===== src/rtl/cmwc_pkg.sv =====
// shared types and constants of the cmwc generator
package cmwc_pkg;

  localparam int unsigned LAG_DEPTH_DEF = 4096;

  localparam int unsigned WORD_W  = 32;
  localparam int unsigned CARRY_W = 30;

  localparam logic [WORD_W-1:0] LCG_MUL     = 32'd1664525;
  localparam logic [WORD_W-1:0] LCG_INC     = 32'd1013904223;
  localparam logic [WORD_W-1:0] CARRY_SCALE = 32'd809430660;
  localparam logic [WORD_W-1:0] CMWC_MUL    = 32'd18782;
  localparam logic [WORD_W-1:0] CMWC_BASE   = 32'hffff_fffe;

  typedef enum logic {
    ACT_SEED = 1'b0,
    ACT_DRAW = 1'b1
  } action_e;

  typedef enum logic [2:0] {
    ST_IDLE,
    ST_SEED,
    ST_SCALE,
    ST_CARRY,
    ST_READ,
    ST_FIX
  } state_e;

  // operands of the shared multiply-add unit: res = a * b + c
  typedef struct packed {
    logic [WORD_W-1:0] a;
    logic [WORD_W-1:0] b;
    logic [WORD_W-1:0] c;
  } mac_op_t;

endpackage


===== src/rtl/cmwc_mac.sv =====
// shared 32x32 multiply-add unit with registered 64-bit result
module cmwc_mac (
  input  logic                  clk_i,
  input  logic                  en_i,
  input  cmwc_pkg::mac_op_t     op_i,
  output logic [63:0]           res_o
);

  logic [63:0] res_d;
  logic [63:0] res_q;

  always_comb begin
    res_d = (64'(op_i.a) * 64'(op_i.b)) + 64'(op_i.c);
  end

  always_ff @(posedge clk_i) begin
    if (en_i) begin
      res_q <= res_d;
    end
  end

  assign res_o = res_q;

endmodule


===== config.mk =====
export PLATFORM = sky130hd
export DESIGN_NAME = cmwc_mac
export DESIGN_NICKNAME = d
export VERILOG_FILES = /design/src/rtl/cmwc_pkg.sv /design/src/rtl/cmwc_mac.sv
export SDC_FILE = /design/constraint.sdc
export NUM_CORES = 2
export LEC_CHECK = 0
export CORE_MARGIN = 5
export CORE_UTILIZATION = 40
export DETAILED_ROUTE_END_ITERATION = 12
export DONT_BUFFER_PORTS = 1
export PLACE_DENSITY = 0.61
export SYNTH_ARGS = -nofsm -noshare
export SYNTH_HDL_FRONTEND = slang
export SYNTH_SLANG_ARGS = --single-unit
export TNS_END_PERCENT = 1

===== constraint.sdc =====
create_clock -name clk_i -period 12 [get_ports clk_i]
set_input_delay 0.6 -clock clk_i [delete_from_list [all_inputs] [get_ports clk_i]]
set_output_delay 0.6 -clock clk_i [all_outputs]
set_load 0.05 [all_outputs]

# Yosys cells after proc, flatten, opt, wreduce, memory -nomap -nowiden
# Index checks and enable logic that the tools add are counted.
# totals
ff_bits,64
output_inout_bits,64
elab_cells,3
in_bits,98
# classes
add_sub_neg,1
n_mul,1
# ops
operator,n
adder 64 x 32 -> 64 bit,1
multiplier 32 x 32 -> 64 bit,1

# Depth between registers and ports, before layout
# depth
depth_word,2
mapped_depth,29
mapped_depth_nobuf,27

# Worst setup path after synthesis
# OpenSTA, ideal clock, no wires.
# synth_timing
path_type,input-to-reg
start,input op_i[80] (netlist name)
end,"register res_q[57] (netlist: res_o[57]), data pin"
arrival_time_ns,7.351
path_slack_ns,4.393
path_buffers,2
path_stages,26
path_cell_list,clkbuf_1 > and2_1 > fa_1 > fa_1 > fa_1 > inv_1 > fa_1 > inv_1 > fa_1 > inv_1 > fa_1 > inv_1 > fa_1 > inv_1 > fa_1 > inv_1 > ha_1 > buf_4 > and4_1 > or4b_4 > a311oi_2 > o2111ai_2 > a2111oi_2 > o21a_2 > nand3_1 > o211a_1
# synth_via
elab_chain_len,2
# synth_lines
item,line_no,rtl
"start, declared",cmwc_mac.sv:5,"input cmwc_pkg::mac_op_t op_i,"
multiplier 32 x 32 -> 64 bit,cmwc_mac.sv:13,res_d = (64'(op_i.a) * 64'(op_i.b)) + 64'(op_i.c);
adder 64 x 32 -> 64 bit,cmwc_mac.sv:13,
named net res_d[57],cmwc_mac.sv:9,logic [63:0] res_d;
"end signal, assigned",cmwc_mac.sv:18,res_q <= res_d;
"end, declared",cmwc_mac.sv:10,logic [63:0] res_q;
# The timed path passes the listed nets, and every way through them passes these cells.
# A chain may end at the register's enable or synchronous reset.

# Final worst setup path
# layout_timing
start,input op_i[32] (netlist name)
end,"register res_q[57] (netlist: res_o[57]), data pin"
# Same word-level chain as after synthesis.

==> run metrics <==
Worst-path clk slew 60 ps; routed len/inst 20.9 um; io pins 162; crit-path max cell delay 550 ps; number of global-route vias before repair 27900; placed cell area 37100 um^2; Die ar. 97800 um^2; FMAX 0.124 GHz; Routed Antenna Nets 0; met3 Usage GRT 3.85%; Post-Syn Nets 5216; CP Max Fanout 32; root buf cell clkbuf_16; WP data arrival 8130 ps; worst-margin pin slew 809 ps; antenna violations before repair 1; drt pass-1 iters 7; area leader, netlist fa_1; # Post-CTS Setup Buffers 0; Critical Path RT 12080 ps; Most used DFF post-synth edfxtp_1; Buf/Inv on CP 6; final core utilization 41.0%; share of layout cells above drive strength 1 0.995%; delay-heaviest family, CP adder cells; Max clock buf depth 2; Port Buf Inserts 0; first-pass GRT wire length 163 mm; sequential fraction of the synthesis area 5.24%; Tcrit/Tclk final 67.1%; Setup CP Type input pin to register; Post-Syn Instances 3927; post_cts resized 0; RSZ-0062 raised after global routing no; met2 Resource Use GR 38.8%; count leader, synth inv_1; startpoint of the worst hold path en_i; Iteration-0 DRC Markers 1378; Ys Warns 0; drt via density 5.11; Worst Hold End res_o[51]$_DFFE_PP_; crit end category register; Min-Delay Path Class input pin to register; ys async rst share 0%; H-tree lvl count 3; total track usage 21.5%; Detailed Route WL 102 mm; final hold vios 0; Slew Limit Fails 0; number of max-cap violations 0; nets 5003; top post-synthesis cells by count 1002 x inv_1, 928 x fa_1, 632 x and2_1; Final Instance Area 37500 um^2; crit start category input pin; Syn Area/Cell 9.33 um^2; Chip Height 313 um; Initial Util 40.2%; crit-path most repeated cell fa_1; Yosys reg bits 64; hold_buf cts 0; vias 25100; Inserted Clock Buffers 9; worst-path cell chain and2_1 -> fa_1 -> fa_1 -> fa_1 -> inv_1 -> fa_1 -> inv_1 -> fa_1 -> inv_1 -> fa_1 -> inv_1 -> fa_1 -> inv_1 -> fa_1 -> inv_1 -> ha_1 -> and4_1 -> or4b_4 -> a311oi_2 -> o2111ai_2 -> a2111oi_2 -> o21a_2 -> nand3_1 -> o211a_1; CP max stage cell fa_1; Syn-to-layout area delta 2.20%; drc violations 0; total gr overflow 0; Final TNS setup 0 ps; Die Wd 313 um; Post-DP HPWL 80.7 mm; Clock Sinks 64; M1 GR Usage 27.0%; area of the core 91200 um^2; final setup fails 0; Core Rows 111; global routing's busiest layer met2; EDFF count, synth 64; Final Wtd Congestion 0.854; library cells used by synthesis 66; Max transition margin 45.6%; max reg flops 64; CTS tree done; top cell type's share of synthesized area 50.7%; mapped cell area 36600 um^2; Period minus WS final 8050 ps; hold path depth 0; status finished, final reports clean; largest cells by area after synthesis fa_1 51%, and2_1 11%, inv_1 10%; largest net degree at the start of global routing 65
==> area by class of cell <==
type                       count  area (um^2)
sequential                    64         1920
multi-input combinational   2636        29900
antenna                        1         2.50
inverter                    1002         3760
clock buffer                   9          225
clock inverter                 7          104
fill                        9041        53800
tap                         1186         1480
timing repair buffer           1         7.51
==> cell families (layout without fill, tap and decap cells) <==
| logic type | count (synthesis) | after routing | synth area share [%] |
|---|---|---|---|
| compound gates | 206 | 206 | 3.69 |
| fa+ha+maj | 1191 | 1191 | 59.7 |
| flops | 64 | 64 | 5.24 |
| buf+inv | 1227 | 1019 | 13.0 |
| other cells | 0 | 1 | 0 |
| xor+xnor | 63 | 63 | 1.51 |
| simple gates | 1176 | 1176 | 16.8 |
==> metrics by stage <==
| step | cells | hold WS, ps | setup slack (ps) |
|---|---|---|---|
| floorplan | 3927 | 712 | 4390 |
| global placement | 4889 | 718 | 3630 |
| detailed placement | 4889 | 720 | 3640 |
| CTS | 4905 | 351 | 3980 |
| global route | 4905 | 338 | 3620 |
| finish | 4906 | 367 | 3950 |
==> cells in the final DEF, fill, tap and decap left out, types with 26 or more instances in the layout <==
cell	instances
nand2_1	445
a21oi_1	64
fa_1	928
xnor2_1	40
ha_1	263
nor2_1	26
inv_1	1002
and2_1	632
a21o_1	34
edfxtp_1	64
o21ai_0	35
==> per-layer routing <==
| layer | vias to the layer above | share of wire, % |
|---|---|---|
| li1 | 10800 | - |
| met2 | 731 | 52 |
| met5 | - | 0 |
| met1 | 13400 | 39 |
| met4 | 0 | 2.7 |
| met3 | 154 | 6.1 |
==> how the worst max path moves through the flow <==
stage,start,to,slack (ps),cells past startpoint
after floorplan,op_i[80],res_o[57]$_DFFE_PP_,4390,26
after global placement,op_i[32],res_o[57]$_DFFE_PP_,3630,24
after detailed placement,op_i[32],res_o[57]$_DFFE_PP_,3640,24
after CTS,op_i[32],res_o[57]$_DFFE_PP_,3980,24
after global routing,op_i[86],res_o[63]$_DFFE_PP_,3620,23
final,op_i[32],res_o[57]$_DFFE_PP_,3950,24
Power is left out: the tool's default activity adds up to more than one toggle a clock period on the data nets, which glitch-free logic cannot reach.
